[src/rtl/core/srb_pkg.sv]
// shared types, constants and helpers of the sequence reorder buffer
`default_nettype none

package srb_pkg;

    localparam int RING_DEPTH  = 16;
    localparam int TAG_BITS    = 16;
    localparam int IDX_W       = $clog2(RING_DEPTH);
    localparam int CNT_W       = $clog2(RING_DEPTH + 1);
    localparam int IN_Q_DEPTH  = 2;
    localparam int RES_Q_DEPTH = 4;

    localparam logic [15:0] TIMEOUT_RESET = 16'd1000;

    localparam logic CMD_ARRIVE = 1'b0;
    localparam logic CMD_TICK   = 1'b1;

    localparam logic EV_VERDICT = 1'b0;
    localparam logic EV_FORWARD = 1'b1;

    localparam logic [1:0] VD_ACCEPT = 2'd0;
    localparam logic [1:0] VD_QUEUED = 2'd1;
    localparam logic [1:0] VD_DROP   = 2'd2;

    localparam logic REG_TIMEOUT = 1'b0;

    typedef struct packed {
        logic        command;
        logic [31:0] seq_num;
        logic [15:0] tag;
        logic [15:0] hold_ticks;
    } item_t;

    typedef struct packed {
        logic        event_kind;
        logic [1:0]  verdict;
        logic [15:0] out_tag;
        logic [31:0] out_seq;
        logic        last;
    } result_t;

    // front queue to engine
    typedef struct packed {
        logic  valid;
        item_t item;
    } front_q_t;

    typedef enum logic [2:0] {
        ST_IDLE,
        ST_ARRIVE,
        ST_SLIDE,
        ST_PLACE,
        ST_RUN,
        ST_VERDICT,
        ST_TICK,
        ST_DONE
    } eng_state_t;

    typedef enum logic [1:0] {
        CL_INORDER,
        CL_EARLY,
        CL_LATE
    } arr_class_t;

    // a is after b, modulo 2^32
    function automatic logic is_after(input logic [31:0] a, input logic [31:0] b);
        logic [31:0] d;
        d = b - a;
        return d[31];
    endfunction

    // ring index plus offset, offset at most the ring depth
    function automatic logic [IDX_W-1:0] wrap_add(input logic [IDX_W-1:0] a,
                                                  input logic [CNT_W-1:0] b);
        logic [CNT_W:0] s;
        s = (CNT_W+1)'(a) + (CNT_W+1)'(b);
        if (s >= (CNT_W+1)'(RING_DEPTH))
        begin
            s = s - (CNT_W+1)'(RING_DEPTH);
        end
        return IDX_W'(s);
    endfunction

endpackage

`default_nettype wire

[src/rtl/core/srb_front.sv]
// input queue that takes items and presents them to the engine
`default_nettype none

module srb_front (
    input  wire               clk,
    input  wire               rst_n,
    input  wire               push,
    output logic              full,
    input  srb_pkg::item_t    item,
    output srb_pkg::front_q_t q_out,
    input  wire               q_pop
);
    import srb_pkg::*;

    localparam int PTR_W = (IN_Q_DEPTH > 1) ? $clog2(IN_Q_DEPTH) : 1;
    localparam int QC_W  = $clog2(IN_Q_DEPTH + 1);

    item_t             mem_reg [IN_Q_DEPTH];
    logic [PTR_W-1:0]  wr_ptr_reg, wr_ptr_next;
    logic [PTR_W-1:0]  rd_ptr_reg, rd_ptr_next;
    logic [QC_W-1:0]   count_reg, count_next;
    logic              do_push, do_pop;

    assign full    = (count_reg == QC_W'(IN_Q_DEPTH));
    assign do_push = push && !full;
    assign do_pop  = q_pop && (count_reg != '0);

    assign q_out.valid = (count_reg != '0);
    assign q_out.item  = mem_reg[rd_ptr_reg];

    always_comb
    begin
        wr_ptr_next = wr_ptr_reg;
        rd_ptr_next = rd_ptr_reg;
        count_next  = count_reg;
        if (do_push)
        begin
            wr_ptr_next = (wr_ptr_reg == PTR_W'(IN_Q_DEPTH - 1)) ? '0 : wr_ptr_reg + 1'b1;
        end
        if (do_pop)
        begin
            rd_ptr_next = (rd_ptr_reg == PTR_W'(IN_Q_DEPTH - 1)) ? '0 : rd_ptr_reg + 1'b1;
        end
        if (do_push && !do_pop)
        begin
            count_next = count_reg + 1'b1;
        end
        else if (do_pop && !do_push)
        begin
            count_next = count_reg - 1'b1;
        end
    end

    always_ff @(posedge clk or negedge rst_n)
    begin
        if (!rst_n)
        begin
            wr_ptr_reg <= '0;
            rd_ptr_reg <= '0;
            count_reg  <= '0;
        end
        else
        begin
            wr_ptr_reg <= wr_ptr_next;
            rd_ptr_reg <= rd_ptr_next;
            count_reg  <= count_next;
        end
    end

    always_ff @(posedge clk)
    begin
        if (do_push)
        begin
            mem_reg[wr_ptr_reg] <= item;
        end
    end

endmodule

`default_nettype wire

[src/rtl/core/srb_res_q.sv]
// result queue between the engine and the result ports
`default_nettype none

module srb_res_q (
    input  wire              clk,
    input  wire              rst_n,
    input  wire              wr_en,
    input  srb_pkg::result_t wr_data,
    output logic             wr_full,
    output logic             empty,
    input  wire              pop,
    output srb_pkg::result_t result
);
    import srb_pkg::*;

    localparam int PTR_W = $clog2(RES_Q_DEPTH);
    localparam int QC_W  = $clog2(RES_Q_DEPTH + 1);

    result_t           mem_reg [RES_Q_DEPTH];
    logic [PTR_W-1:0]  wr_ptr_reg, wr_ptr_next;
    logic [PTR_W-1:0]  rd_ptr_reg, rd_ptr_next;
    logic [QC_W-1:0]   count_reg, count_next;
    logic              do_push, do_pop;

    assign wr_full = (count_reg == QC_W'(RES_Q_DEPTH));
    assign empty   = (count_reg == '0);
    assign do_push = wr_en && !wr_full;
    assign do_pop  = pop && !empty;
    assign result  = mem_reg[rd_ptr_reg];

    always_comb
    begin
        wr_ptr_next = wr_ptr_reg;
        rd_ptr_next = rd_ptr_reg;
        count_next  = count_reg;
        if (do_push)
        begin
            wr_ptr_next = (wr_ptr_reg == PTR_W'(RES_Q_DEPTH - 1)) ? '0 : wr_ptr_reg + 1'b1;
        end
        if (do_pop)
        begin
            rd_ptr_next = (rd_ptr_reg == PTR_W'(RES_Q_DEPTH - 1)) ? '0 : rd_ptr_reg + 1'b1;
        end
        if (do_push && !do_pop)
        begin
            count_next = count_reg + 1'b1;
        end
        else if (do_pop && !do_push)
        begin
            count_next = count_reg - 1'b1;
        end
    end

    always_ff @(posedge clk or negedge rst_n)
    begin
        if (!rst_n)
        begin
            wr_ptr_reg <= '0;
            rd_ptr_reg <= '0;
            count_reg  <= '0;
        end
        else
        begin
            wr_ptr_reg <= wr_ptr_next;
            rd_ptr_reg <= rd_ptr_next;
            count_reg  <= count_next;
        end
    end

    always_ff @(posedge clk)
    begin
        if (do_push)
        begin
            mem_reg[wr_ptr_reg] <= wr_data;
        end
    end

endmodule

`default_nettype wire

[src/rtl/core/srb_engine.sv]
// back end: ring state and the sequencer that slides, stores and releases
`default_nettype none

module srb_engine (
    input  wire               clk,
    input  wire               rst_n,
    input  srb_pkg::front_q_t q_in,
    output logic              q_pop,
    input  wire [15:0]        resync_timeout,
    output logic              res_push,
    output srb_pkg::result_t  res_data,
    input  wire               res_full
);
    import srb_pkg::*;

    eng_state_t        state_reg, state_next;
    logic              full_reg [RING_DEPTH];
    logic              full_next [RING_DEPTH];
    logic              sent_reg [RING_DEPTH];
    logic              sent_next [RING_DEPTH];
    logic [TAG_BITS-1:0] tag_mem_reg [RING_DEPTH];
    logic [TAG_BITS-1:0] tag_mem_next [RING_DEPTH];
    logic [31:0]       dl_mem_reg [RING_DEPTH];
    logic [31:0]       dl_mem_next [RING_DEPTH];
    logic [IDX_W-1:0]  oldest_slot_reg, oldest_slot_next;
    logic [31:0]       oldest_seq_reg, oldest_seq_next;
    logic [31:0]       newest_seq_reg, newest_seq_next;
    logic [31:0]       exp_reg, exp_next;
    logic [31:0]       rdl_reg, rdl_next;
    logic [31:0]       time_reg, time_next;

    logic [31:0]       seq_reg, seq_next;
    logic [15:0]       tag_reg, tag_next;
    logic [15:0]       hold_ticks_reg, hold_ticks_next;
    arr_class_t        class_reg, class_next;
    logic [1:0]        verdict_reg, verdict_next;
    logic [IDX_W-1:0]  idx_reg, idx_next;
    logic [CNT_W-1:0]  cnt_reg, cnt_next;
    logic [CNT_W-1:0]  steps_reg, steps_next;
    logic              prev_reg, prev_next;
    result_t           hold_reg, hold_next;
    logic              hold_vld_reg, hold_vld_next;

    // decode
    logic              cur_pend;
    logic [IDX_W-1:0]  idx_inc;
    logic              resync;
    logic [31:0]       arr_exp;
    logic              arr_inorder, arr_early, needs_slide;
    logic [31:0]       steps_raw;
    logic [CNT_W-1:0]  steps_clip;
    logic [31:0]       place_d;
    logic              place_hit;
    logic [IDX_W-1:0]  place_slot;
    logic [31:0]       tick_d;
    logic              tick_hit;
    logic              run_go;
    logic              tick_rel;
    logic              emit_req, emit_ok, stall;
    result_t           new_res;
    logic [31:0]       new_oldest;

    always_comb
    begin
        cur_pend   = full_reg[idx_reg] && !sent_reg[idx_reg];
        idx_inc    = wrap_add(idx_reg, CNT_W'(1));
        resync     = ((time_reg - rdl_reg) & 32'h8000_0000) == 32'd0;
        arr_exp    = resync ? seq_reg : exp_reg;
        arr_inorder = (seq_reg == arr_exp);
        arr_early   = is_after(seq_reg, arr_exp);
        needs_slide = (arr_inorder || arr_early)
                      && !(is_after(seq_reg, oldest_seq_reg - 32'd1)
                           && is_after(newest_seq_reg + 32'd1, seq_reg));
        steps_raw  = seq_reg - newest_seq_reg;
        steps_clip = (steps_raw > 32'(RING_DEPTH)) ? CNT_W'(RING_DEPTH) : CNT_W'(steps_raw);
        place_d    = seq_reg - oldest_seq_reg;
        place_hit  = place_d < 32'(RING_DEPTH);
        place_slot = wrap_add(oldest_slot_reg, CNT_W'(place_d));
        tick_d     = exp_reg - oldest_seq_reg;
        tick_hit   = tick_d < 32'(RING_DEPTH);
        run_go     = (cnt_reg < CNT_W'(RING_DEPTH)) && cur_pend;
        tick_rel   = prev_reg || is_after(time_reg, dl_mem_reg[idx_reg]);
        new_oldest = seq_reg - 32'(RING_DEPTH) + 32'd1;

        unique case (state_reg)
            ST_SLIDE:   emit_req = (cnt_reg != steps_reg) && cur_pend;
            ST_RUN:     emit_req = run_go;
            ST_VERDICT: emit_req = 1'b1;
            ST_TICK:    emit_req = (cnt_reg != CNT_W'(RING_DEPTH)) && cur_pend && tick_rel;
            default:    emit_req = 1'b0;
        endcase
        emit_ok = !hold_vld_reg || !res_full;
        stall   = emit_req && !emit_ok;

        new_res.event_kind = EV_FORWARD;
        new_res.verdict    = VD_ACCEPT;
        new_res.out_tag    = 16'(tag_mem_reg[idx_reg]);
        new_res.last       = 1'b0;
        unique case (state_reg)
            ST_SLIDE: new_res.out_seq = oldest_seq_reg + 32'(cnt_reg);
            ST_RUN:   new_res.out_seq = seq_reg + 32'(cnt_reg);
            ST_VERDICT:
            begin
                new_res.event_kind = EV_VERDICT;
                new_res.verdict    = verdict_reg;
                new_res.out_tag    = tag_reg;
                new_res.out_seq    = seq_reg;
            end
            default:  new_res.out_seq = seq_reg;
        endcase
    end

    // the held result goes out once the next one, or the end of the item, is known
    assign res_push = hold_vld_reg
                      && ((emit_req && emit_ok) || (state_reg == ST_DONE && !res_full));
    always_comb
    begin
        res_data      = hold_reg;
        res_data.last = (state_reg == ST_DONE);
    end

    assign q_pop = (state_reg == ST_IDLE) && q_in.valid;

    // next state
    always_comb
    begin
        state_next = state_reg;
        unique case (state_reg)
            ST_IDLE:
            begin
                if (q_in.valid)
                begin
                    if (q_in.item.command == CMD_TICK)
                    begin
                        state_next = tick_hit ? ST_TICK : ST_DONE;
                    end
                    else
                    begin
                        state_next = ST_ARRIVE;
                    end
                end
            end
            ST_ARRIVE:  state_next = needs_slide ? ST_SLIDE : ST_PLACE;
            ST_SLIDE:
            begin
                if (cnt_reg == steps_reg)
                begin
                    state_next = ST_PLACE;
                end
            end
            ST_PLACE:
            begin
                if (place_hit && !full_reg[place_slot] && class_reg == CL_INORDER)
                begin
                    state_next = ST_RUN;
                end
                else
                begin
                    state_next = ST_VERDICT;
                end
            end
            ST_RUN:
            begin
                if (!run_go)
                begin
                    state_next = ST_VERDICT;
                end
            end
            ST_VERDICT:
            begin
                if (emit_ok)
                begin
                    state_next = ST_DONE;
                end
            end
            ST_TICK:
            begin
                if (cnt_reg == CNT_W'(RING_DEPTH) || (cur_pend && !tick_rel))
                begin
                    state_next = ST_DONE;
                end
            end
            ST_DONE:
            begin
                if (!hold_vld_reg || !res_full)
                begin
                    state_next = ST_IDLE;
                end
            end
            default:    state_next = ST_IDLE;
        endcase
    end

    // datapath
    always_comb
    begin
        full_next        = full_reg;
        sent_next        = sent_reg;
        tag_mem_next     = tag_mem_reg;
        dl_mem_next      = dl_mem_reg;
        oldest_slot_next = oldest_slot_reg;
        oldest_seq_next  = oldest_seq_reg;
        newest_seq_next  = newest_seq_reg;
        exp_next         = exp_reg;
        rdl_next         = rdl_reg;
        time_next        = time_reg;
        seq_next         = seq_reg;
        tag_next         = tag_reg;
        hold_ticks_next  = hold_ticks_reg;
        class_next       = class_reg;
        verdict_next     = verdict_reg;
        idx_next         = idx_reg;
        cnt_next         = cnt_reg;
        steps_next       = steps_reg;
        prev_next        = prev_reg;
        hold_next        = hold_reg;
        hold_vld_next    = hold_vld_reg;

        if (emit_req && emit_ok)
        begin
            hold_next     = new_res;
            hold_vld_next = 1'b1;
        end

        unique case (state_reg)
            ST_IDLE:
            begin
                if (q_in.valid)
                begin
                    seq_next        = q_in.item.seq_num;
                    tag_next        = q_in.item.tag;
                    hold_ticks_next = q_in.item.hold_ticks;
                    if (q_in.item.command == CMD_TICK)
                    begin
                        time_next = time_reg + 32'd1;
                        idx_next  = wrap_add(oldest_slot_reg, CNT_W'(tick_d));
                        seq_next  = exp_reg;
                        cnt_next  = '0;
                        prev_next = 1'b0;
                    end
                end
            end
            ST_ARRIVE:
            begin
                exp_next   = arr_exp;
                rdl_next   = time_reg + 32'(resync_timeout);
                class_next = arr_inorder ? CL_INORDER : (arr_early ? CL_EARLY : CL_LATE);
                idx_next   = oldest_slot_reg;
                cnt_next   = '0;
                steps_next = steps_clip;
            end
            ST_SLIDE:
            begin
                if (cnt_reg == steps_reg)
                begin
                    oldest_slot_next = wrap_add(oldest_slot_reg, steps_reg);
                    oldest_seq_next  = new_oldest;
                    newest_seq_next  = seq_reg;
                    if (class_reg == CL_EARLY
                        && !(is_after(exp_reg, new_oldest - 32'd1)
                             && is_after(seq_reg + 32'd1, exp_reg)))
                    begin
                        exp_next = new_oldest;
                    end
                end
                else if (!stall)
                begin
                    full_next[idx_reg] = 1'b0;
                    sent_next[idx_reg] = 1'b0;
                    cnt_next = cnt_reg + 1'b1;
                    idx_next = idx_inc;
                end
            end
            ST_PLACE:
            begin
                idx_next = place_slot;
                cnt_next = '0;
                if (!place_hit)
                begin
                    verdict_next = VD_ACCEPT;
                end
                else if (full_reg[place_slot])
                begin
                    verdict_next = VD_DROP;
                end
                else
                begin
                    full_next[place_slot]    = 1'b1;
                    sent_next[place_slot]    = (class_reg == CL_LATE);
                    tag_mem_next[place_slot] = TAG_BITS'(tag_reg);
                    dl_mem_next[place_slot]  = (class_reg == CL_EARLY)
                                               ? time_reg + 32'(hold_ticks_reg) : time_reg;
                    verdict_next = (class_reg == CL_LATE) ? VD_ACCEPT : VD_QUEUED;
                end
            end
            ST_RUN:
            begin
                if (run_go && !stall)
                begin
                    sent_next[idx_reg] = 1'b1;
                    cnt_next = cnt_reg + 1'b1;
                    exp_next = exp_reg + 32'd1;
                    idx_next = idx_inc;
                end
            end
            ST_TICK:
            begin
                if (cnt_reg != CNT_W'(RING_DEPTH) && !(cur_pend && !tick_rel) && !stall)
                begin
                    if (cur_pend)
                    begin
                        sent_next[idx_reg] = 1'b1;
                        exp_next  = seq_reg + 32'd1;
                        prev_next = 1'b1;
                    end
                    else
                    begin
                        prev_next = 1'b0;
                    end
                    seq_next = seq_reg + 32'd1;
                    idx_next = idx_inc;
                    cnt_next = cnt_reg + 1'b1;
                end
            end
            ST_DONE:
            begin
                if (hold_vld_reg && !res_full)
                begin
                    hold_vld_next = 1'b0;
                end
            end
            default:
            begin
            end
        endcase
    end

    always_ff @(posedge clk or negedge rst_n)
    begin
        if (!rst_n)
        begin
            state_reg       <= ST_IDLE;
            for (int i = 0; i < RING_DEPTH; i++)
            begin
                full_reg[i] <= 1'b0;
                sent_reg[i] <= 1'b0;
            end
            oldest_slot_reg <= '0;
            oldest_seq_reg  <= '0;
            newest_seq_reg  <= 32'(RING_DEPTH - 1);
            exp_reg         <= '0;
            rdl_reg         <= '0;
            time_reg        <= '0;
            class_reg       <= CL_INORDER;
            idx_reg         <= '0;
            cnt_reg         <= '0;
            steps_reg       <= '0;
            prev_reg        <= 1'b0;
            hold_vld_reg    <= 1'b0;
        end
        else
        begin
            state_reg       <= state_next;
            full_reg        <= full_next;
            sent_reg        <= sent_next;
            oldest_slot_reg <= oldest_slot_next;
            oldest_seq_reg  <= oldest_seq_next;
            newest_seq_reg  <= newest_seq_next;
            exp_reg         <= exp_next;
            rdl_reg         <= rdl_next;
            time_reg        <= time_next;
            class_reg       <= class_next;
            idx_reg         <= idx_next;
            cnt_reg         <= cnt_next;
            steps_reg       <= steps_next;
            prev_reg        <= prev_next;
            hold_vld_reg    <= hold_vld_next;
        end
    end

    always_ff @(posedge clk)
    begin
        tag_mem_reg    <= tag_mem_next;
        dl_mem_reg     <= dl_mem_next;
        seq_reg        <= seq_next;
        tag_reg        <= tag_next;
        hold_ticks_reg <= hold_ticks_next;
        verdict_reg    <= verdict_next;
        hold_reg       <= hold_next;
    end

`ifndef SYNTHESIS
    a_idle_no_held: assert property (@(posedge clk) disable iff (!rst_n)
        (state_reg == ST_IDLE) |-> !hold_vld_reg)
        else $error("held result left over when idle");
    a_cnt_range: assert property (@(posedge clk) disable iff (!rst_n)
        cnt_reg <= CNT_W'(RING_DEPTH))
        else $error("walk count beyond ring depth");
    a_verdict_ends: assert property (@(posedge clk) disable iff (!rst_n)
        (state_reg == ST_VERDICT && emit_ok) |=> (state_reg == ST_DONE && hold_vld_reg
                                                 && hold_reg.event_kind == EV_VERDICT))
        else $error("verdict not held for the final beat");
`endif

endmodule

`default_nettype wire

[src/rtl/core/sequence_reorder_buffer_top.sv]
// top level: config register, input queue, engine and result queue
//
//   channel   handshake            payload
//   input     push / full          item   (command, seq_num, tag, hold_ticks)
//   result    pop / empty          result (event_kind, verdict, out_tag, out_seq, last)
//   config    psel/penable/pwrite  paddr, pwdata, prdata; pready tied high
//
// an arrival passes through classification, a slide of up to RING_DEPTH slots when the window
// moves, placement, a release run when an in-order packet is stored, and the verdict; a tick
// walks the ring slot by slot, or skips the walk when the expected number lies outside the window
// the engine walks the ring one slot per cycle while a full result queue does not stall it
// one item is in the engine at a time; up to two more wait in the input queue
// a full result queue stalls the engine at the next beat it produces
// reset clears the ring flags and pointers at once, no clearing pass
`default_nettype none

module sequence_reorder_buffer_top (
    input  wire              clk,
    input  wire              rst_n,
    input  wire              push,
    output logic             full,
    input  srb_pkg::item_t   item,
    output logic             empty,
    input  wire              pop,
    output srb_pkg::result_t result,
    input  wire              psel,
    input  wire              penable,
    input  wire              pwrite,
    input  wire [2:0]        paddr,
    input  wire [31:0]       pwdata,
    output logic [31:0]      prdata,
    output logic             pready
);
    import srb_pkg::*;

    logic [15:0] timeout_reg, timeout_next;
    front_q_t    fq;
    logic        q_pop;
    logic        res_push, res_full;
    result_t     res_data;
    logic        reg_idx;

    assign pready  = 1'b1;
    assign reg_idx = paddr[2];
    assign prdata  = (reg_idx == REG_TIMEOUT) ? {16'd0, timeout_reg} : 32'd0;

    always_comb
    begin
        timeout_next = timeout_reg;
        if (psel && penable && pwrite && pready && reg_idx == REG_TIMEOUT)
        begin
            timeout_next = pwdata[15:0];
        end
    end

    always_ff @(posedge clk or negedge rst_n)
    begin
        if (!rst_n)
        begin
            timeout_reg <= TIMEOUT_RESET;
        end
        else
        begin
            timeout_reg <= timeout_next;
        end
    end

    srb_front u_front (
        .clk   (clk),
        .rst_n (rst_n),
        .push  (push),
        .full  (full),
        .item  (item),
        .q_out (fq),
        .q_pop (q_pop)
    );

    srb_engine u_engine (
        .clk            (clk),
        .rst_n          (rst_n),
        .q_in           (fq),
        .q_pop          (q_pop),
        .resync_timeout (timeout_reg),
        .res_push       (res_push),
        .res_data       (res_data),
        .res_full       (res_full)
    );

    srb_res_q u_res_q (
        .clk     (clk),
        .rst_n   (rst_n),
        .wr_en   (res_push),
        .wr_data (res_data),
        .wr_full (res_full),
        .empty   (empty),
        .pop     (pop),
        .result  (result)
    );

endmodule

`default_nettype wire

[config.mk]
export PLATFORM = sky130hd
export DESIGN_NAME = sequence_reorder_buffer_top
export DESIGN_NICKNAME = d
export VERILOG_FILES = /design/src/rtl/core/srb_pkg.sv /design/src/rtl/core/srb_front.sv /design/src/rtl/core/srb_res_q.sv /design/src/rtl/core/srb_engine.sv /design/src/rtl/core/sequence_reorder_buffer_top.sv
export SDC_FILE = /design/constraint.sdc
export NUM_CORES = 2
export LEC_CHECK = 0
export ABC_AREA = 1
export BUFFER_PORTS_ARGS = -buffer_cell sky130_fd_sc_hd__buf_2
export CORE_ASPECT_RATIO = 1.1
export CORE_UTILIZATION = 50
export CTS_CLUSTER_SIZE = 14
export DETAILED_ROUTE_END_ITERATION = 8
export PLACE_DENSITY = 0.72
export SYNTH_ARGS = -nofsm -noshare
export SYNTH_HDL_FRONTEND = slang
export SYNTH_SLANG_ARGS = --single-unit
export TNS_END_PERCENT = 5
[constraint.sdc]
create_clock -name clk -period 13.7 [get_ports clk]
set_input_delay 1.37 -clock clk [delete_from_list [all_inputs] [get_ports clk]]
set_output_delay 1.37 -clock clk [all_outputs]
set_load 0.01 [all_outputs]
==> After elaboration in Yosys (flattened, before gate mapping) <==
Memories as Yosys holds them, arrays and structs flattened.
Index checks and enable logic that the tools add are counted.
Widths: inputs -> output; s select.
{ "totals": {"ff_bits": 1129, "mem_bits_rw": 338, "mem_count": 2, "elab_cells": 380, "input_bits": 107} }
{ "mem_list": {"columns": ["name", "words", "width", "read_ports", "rd_ports_with_merged_regs", "wr", "line", "text"], "rows": [
  ["u_res_q.mem_reg", 4, 52, 1, 0, 1, "srb_res_q.sv:19", "result_t mem_reg [RES_Q_DEPTH];"],
  ["u_front.mem_reg", 2, 65, 1, 0, 1, "srb_front.sv:18", "item_t mem_reg [IN_Q_DEPTH];"]
]} }
{ "op_classes": {"n_mux": 109, "bitwise": 10, "n_reduce_logical": 82, "addsub": 39, "eq_ne": 33, "order_cmp": 12} }
{ "op_table": {"columns": ["op", "count"], "rows": [
  ["$bwmux 512", 1],
  ["$mux 32", 13],
  ["$sub 32x32->32", 10],
  ["$bwmux 256", 1],
  ["$mux 16", 15],
  ["$add 32x1->32 const B", 5],
  ["$bmux 32 s4", 1],
  ["$demux 32 s4", 1],
  ["$pmux 32 s2", 2],
  ["$pmux 32 s4", 1],
  ["$add 32x16->32", 2],
  ["$add 32x5->32", 2],
  ["$bmux 16 s4", 1],
  ["$demux 16 s4", 1],
  ["$lt 32x5->1 const B", 2],
  ["$pmux 16 s4", 1],
  ["$sub 32x1->32 const B", 2],
  ["$mux 4", 10],
  ["$mux 5", 7],
  ["$logic_and 1x1->1", 34],
  ["$and 16x16->16", 2],
  ["$eq 32x32->1", 1],
  ["$gt 32x5->1 const B", 1],
  ["$logic_not 32->1", 1],
  ["58 further kinds", 168]
]} }

==> Longest topological paths before layout <==
{ "depth": {"word_depth": 17, "ltp_mapped": 33} }

==> By module <==
Synthesis repeated with hierarchy kept, for this count alone.
{ "hier_totals": {"hier_cells": 7696, "area_unflattened_um2": 75223.4} }
{ "by_module_without_submodules": {"columns": ["mod", "area_each_um2", "instances", "seq_area_each_um2", "cells_each"], "rows": [
  ["srb_engine", 60692.0, 1, 32010.7, 6533],
  ["srb_res_q", 8642.0, 1, 6421.2, 667],
  ["srb_front", 4943.5, 1, 4003.8, 371],
  ["sequence_reorder_buffer_top", 945.9, 1, 407.9, 125]
]} }

==> Worst setup path after synthesis <==
No wires, ideal clock.
{ "synth_path": {"path_type": "register to register", "from": "reg u_engine.idx_reg[0]", "to": "mem u_res_q.mem_reg[0][0] (netlist name) (enable)", "slack_ns": 7.202, "setup_time_ns": 0.462, "t_required_ns": 13.238, "stages_incl_launch_ff": 28, "synth_period_minus_slack_ns": 6.498, "t_arrival_ns": 6.037, "path_buffers": 7, "cell_sequence": "dfrtp_1 buf_2 buf_2 clkbuf_1 buf_2 buf_2 clkbuf_1 clkbuf_1 nor2_1 o22ai_1 nand2_1 nand4_1 ha_1 a21oi_1 nand3b_1 a21oi_1 nor3_1 a21boi_0 nand2_1 nand2_1 nand3_1 nand3_1 nand2_1 nand2_1 nand3_1 nand2_1 inv_1 nor2_1"} }
{ "synth_via": {"elab_chain_cells": 15} }
{ "synth_lines": {"columns": ["item", "line", "text"], "rows": [
  ["start: declaration", "srb_engine.sv:37", "logic [IDX_W-1:0] idx_reg, idx_next;"],
  ["start signal: assignment", "srb_engine.sv:373", "idx_reg <= idx_next;"],
  ["$not 4->5 (implied by the code) *", "srb_engine.sv:65, srb_engine.sv:82", null],
  ["parallel branches: the longest is 7 deep, another holds $sub 32x32->32", null, null],
  ["$pmux 1 s4 *", "srb_engine.sv:85", "unique case (state_reg)"],
  ["$logic_and 1x1->1 *", "srb_engine.sv:115", "&& ((emit_req && emit_ok) || (state_reg == ST_DONE && !res_full));"],
  ["$logic_or 1x1->1 *", "srb_engine.sv:115", null],
  ["$logic_and 1x1->1 *", "srb_engine.sv:115", null],
  ["$logic_and 1x1->1 *", "srb_res_q.sv:27", "assign do_push = wr_en && !wr_full;"],
  ["named net u_res_q.do_push", "srb_res_q.sv:23", "logic do_push, do_pop;"],
  ["$mux 1 *", "srb_res_q.sv:72", "if (do_push)"],
  ["$mux 1 (implied by the code) *", "srb_res_q.sv:74", "mem_reg[wr_ptr_reg] <= wr_data;"],
  ["end: declaration", "srb_res_q.sv:19", null]
]} }
Mark *: on every way through the listed nets, which the timed path passes. The select of a mux whose other input is x is not followed.

==> Final worst setup path <==
{ "layout_path": {"from": "reg u_engine.idx_reg[0]", "to": "reg u_engine.exp_reg[20]"} }
{ "layout_via": {"elab_chain_cells": 14} }
{ "layout_lines": {"columns": ["item", "line", "text"], "rows": [
  ["$not 4->5 (implied by the code) *", "srb_engine.sv:65, srb_engine.sv:82", null],
  ["parallel branches: the longest is 12 deep, another holds $sub 32x32->32", null, null],
  ["$reduce_and 6->1 (no source line) *", null, null],
  ["end signal: assignment", "srb_engine.sv:369", "exp_reg <= exp_next;"],
  ["end: declaration", "srb_engine.sv:28", "logic [31:0] exp_reg, exp_next;"]
]} }
Every way passes the cells marked *. The select of a mux whose other input is x is not followed.
A chain may end at the register's enable or synchronous reset.

==> out/metrics.csv <==
metric,value,unit
FILL cells,12560,
CP required,14.36,ns
clk buf depth,3,
Comb power frac,47.8,%
setup repair bufs after CTS,0,
most common cell in the netlist,nand2_1,
GP Congestion,0.981,
first-pass GRT wire length,324000,µm
Crit Path Category,flip-flop to flip-flop,
# DRC,0,
Worst setup SP type,flip-flop,
power per cell area,248,nW/µm²
maximum capacitance violations,0,
worst min path class,flip-flop to flip-flop,
Core Box Area,148000,µm²
Switch Pwr,9.23,mW
Worst-path clk slew,0.07,ns
top cells by area in the synthesized netlist,"edfxtp_1 49%, dfrtp_1 7.9%, nand2_1 7.0%",
Rows,148,
Cell variety after synth,67,
Die H,407,µm
Mapped Area,74600,µm²
DR pass1 iterations,7,
Flop pwr share,31.9,%
pin count of the biggest net entering global routing,266,
clock latency on the worst-skew pair,0.84,ns
internal cell power,11.2,mW
Die W,370,µm
Area after DPL,77400,µm²
average routed wire per standard cell,22.2,µm
CTS tree,yes,
1st-iter DRT viols,7005,
syn_area_per_cell,9.81,µm²
Post-Layout Cell Count,9755,
hpwl dp,140000,µm
Num Clock Sinks,1467,
Ys Warns,0,
global route hottest layer,met2,
global route overflow,0,
setup TNS,0,ns
multi-input logic area,28300,µm²
nets,8139,
peak supply drop,0.187,mV
sequential area share after synthesis,57.4,%
final hold violation count,0,
unrepaired setup endpoints after global routing,no,
M3 GR Usage,4.68,%
Post-Route Skew,0.0701,ns
"top cells by count, synth","1384 x nand2_1, 1223 x edfxtp_1, 982 x o21ai_0",
Post-DRT Antenna Nets,0,
"Min Clock Period, post-route",7.22,ns
share of cells above drive strength 1,7.94,%
vias in the first global route,54424,
Cells after DPL,9482,
worst-margin pin slew,1.43,ns
Post-Syn Instances,7605,
final setup vio count,0,
Final Cycle Share,52.7,%
Num CTS Buffers,150,
CP max FO,98,
Post-CTS Hold Fix Bufs,0,
dpl ws,6.76,ns
cell leakage power,31.3,nW
initial antenna violation count,13,
final wirelength,216000,µm
vias per cell,5.89,
layout overhead on the synthesized area,10.5,%
Post-synth EDFFs,1223,
I/O Pins,194,
storage element area,42900,µm²
max FFs per register,512,
Finished Cell Area,82400,µm²
Clk pwr share,20.3,%
Post-synth ARST share,16.6,%
post-synth top area cell,edfxtp_1,
htree depth,4,
Critical Path AT,7.88,ns
dominant synthesized flop cell,edfxtp_1,
status,"complete, no violations",
fmax,138,MHz
Port Buffers,158,
die area,151000,µm²
setup ws final,6.48,ns
met1 usage,39.9,%
CP Capture Type,flip-flop,
#FFs+latches synth,1467,
post-synth top area share,49.2,%
initial core utilization,50.4,%
Slew HR,4.60,%
met2 Use GR,44.2,%
via count,57452,
switch share,45.3,%
GRT Resource Usage Total,28.3,%
Root Driver,clkbuf_16,
post_cts resized,0,
final slew viol count,0,
path summary, 6_finish.rpt:
kind,startpoint,slack (ns),depth (start not counted),endpoint
setup / recovery,u_engine.idx_reg[0],6.48,27,u_engine.exp_reg[20]
hold / removal,u_engine.res_data[50],0.48,0,u_res_q.mem_reg[0][50]
setup reg to reg,u_engine.idx_reg[0],6.48,27,u_engine.exp_reg[20]
hold reg to reg,u_engine.res_data[50],0.48,0,u_res_q.mem_reg[0][50]
max in group asynchronous,rst_n,10.90,3,u_engine.idx_reg[1]
min in group asynchronous,rst_n,0.55,1,u_engine.newest_seq_reg[25]
per-stage QoR:
step           hold WS, ns  power (mW)  utilization [%]
2_1_floorplan        0.449        13.0                -
3_3_place_gp         0.462        15.9             52.3
3_5_place_dp         0.472        16.1             52.3
4_1_cts              0.476        20.3             55.7
5_1_grt              0.496        21.7             55.7
6_report             0.479        20.4             55.7
final cells by class:
class	instances	share of cell area [%]
inverter	595	2.72
timing repair buffer	255	1.87
sequential	1467	52.0
multi-input combinational	5215	34.4
tap	1950	2.96
antenna	1	0.00304
clock inverter	85	1.18
clock buffer	187	4.90
layout by cell type, fill, tap and decap left out, types with 14 or more instances in the layout:
master | Yosys | routed
a21o_1 | 15 | 15
inv_1 | 561 | 554
nor2_1 | 918 | 889
clkbuf_1 | 257 | 26
a31oi_1 | 19 | 19
o211ai_1 | 19 | 19
nor4_1 | 35 | 35
nand4_1 | 158 | 158
inv_2 | 19 | 24
o2111ai_1 | 18 | 18
o22ai_1 | 252 | 252
conb_1 | 2 | 17
xnor2_1 | 57 | 57
nand2_2 | 10 | 14
o21ai_0 | 982 | 982
a21oi_1 | 322 | 322
clkinv_2 | 0 | 22
nor2_2 | 12 | 16
nand3b_1 | 15 | 15
nand3_1 | 212 | 212
o21ai_1 | 16 | 16
o21bai_1 | 27 | 27
buf_2 | 30 | 157
buf_4 | 24 | 96
nor3_1 | 70 | 70
nand2_1 | 1384 | 1379
edfxtp_1 | 1223 | 1223
xor2_1 | 173 | 173
dfrtp_1 | 234 | 230
nor2_4 | 7 | 32
or2_2 | 17 | 17
clkinv_1 | 15 | 45
clkbuf_16 | 0 | 153
ha_1 | 338 | 338
kinds of logic after synthesis:
| logic type | count (synthesis) | synth area share, % |
|---|---|---|
| other | 2 | 0.0101 |
| buffers and inverters | 938 | 4.97 |
| AND/OR/NAND/NOR | 2870 | 16.1 |
| flip-flops | 1467 | 57.4 |
| multiplexers | 1 | 0.0151 |
| adder cells (fa/ha/maj) | 348 | 5.94 |
| AO/OA/AOI/OAI | 1749 | 12.8 |
| XOR/XNOR | 230 | 2.70 |
worst max-delay path: stages, from the launching register on:
cell      delay [ns]
dfrtp_4         0.47
buf_4           0.58
buf_4           0.88
buf_4           0.82
o21ai_0         0.24
o22ai_1         0.23
nand2_1         0.09
nand4_1         0.15
ha_1            0.26
a21oi_1         0.16
nand3b_1        0.13
a21oi_1         0.07
nor3_1          0.13
a21boi_0        0.23
nand2_1         0.16
nand2_1         0.19
nand2_1         0.08
nand2_1         0.13
nand3_1         0.08
nand2_1         0.07
nand2_1         0.20
nand2_1         0.14
nand2_2         0.08
nand2_4         0.19
buf_4           0.42
nand3_4         0.47
nand2_1         0.20
nand2_1         0.06
metal layers:
metal | routed length [µm] | up-vias | part of all wire, %
met5 | 129 | - | 0.060
met4 | 6860 | 20 | 3.2
met3 | 19200 | 446 | 8.9
met2 | 98400 | 2694 | 46
met1 | 91600 | 27555 | 42
li1 | - | 26737 | -
power by group through the flow:
stage / Clock, mW / Combinational (mW) / Sequential, mW
3_5_place_dp: 0 / 9.52 / 6.58
6_report: 4.14 / 9.74 / 6.52
4_1_cts: 4.19 / 9.59 / 6.49
3_3_place_gp: 0 / 9.36 / 6.54
2_1_floorplan: 0 / 6.68 / 6.33
5_1_grt: 4.35 / 10.7 / 6.58
(Power assumes the default switching activity.)
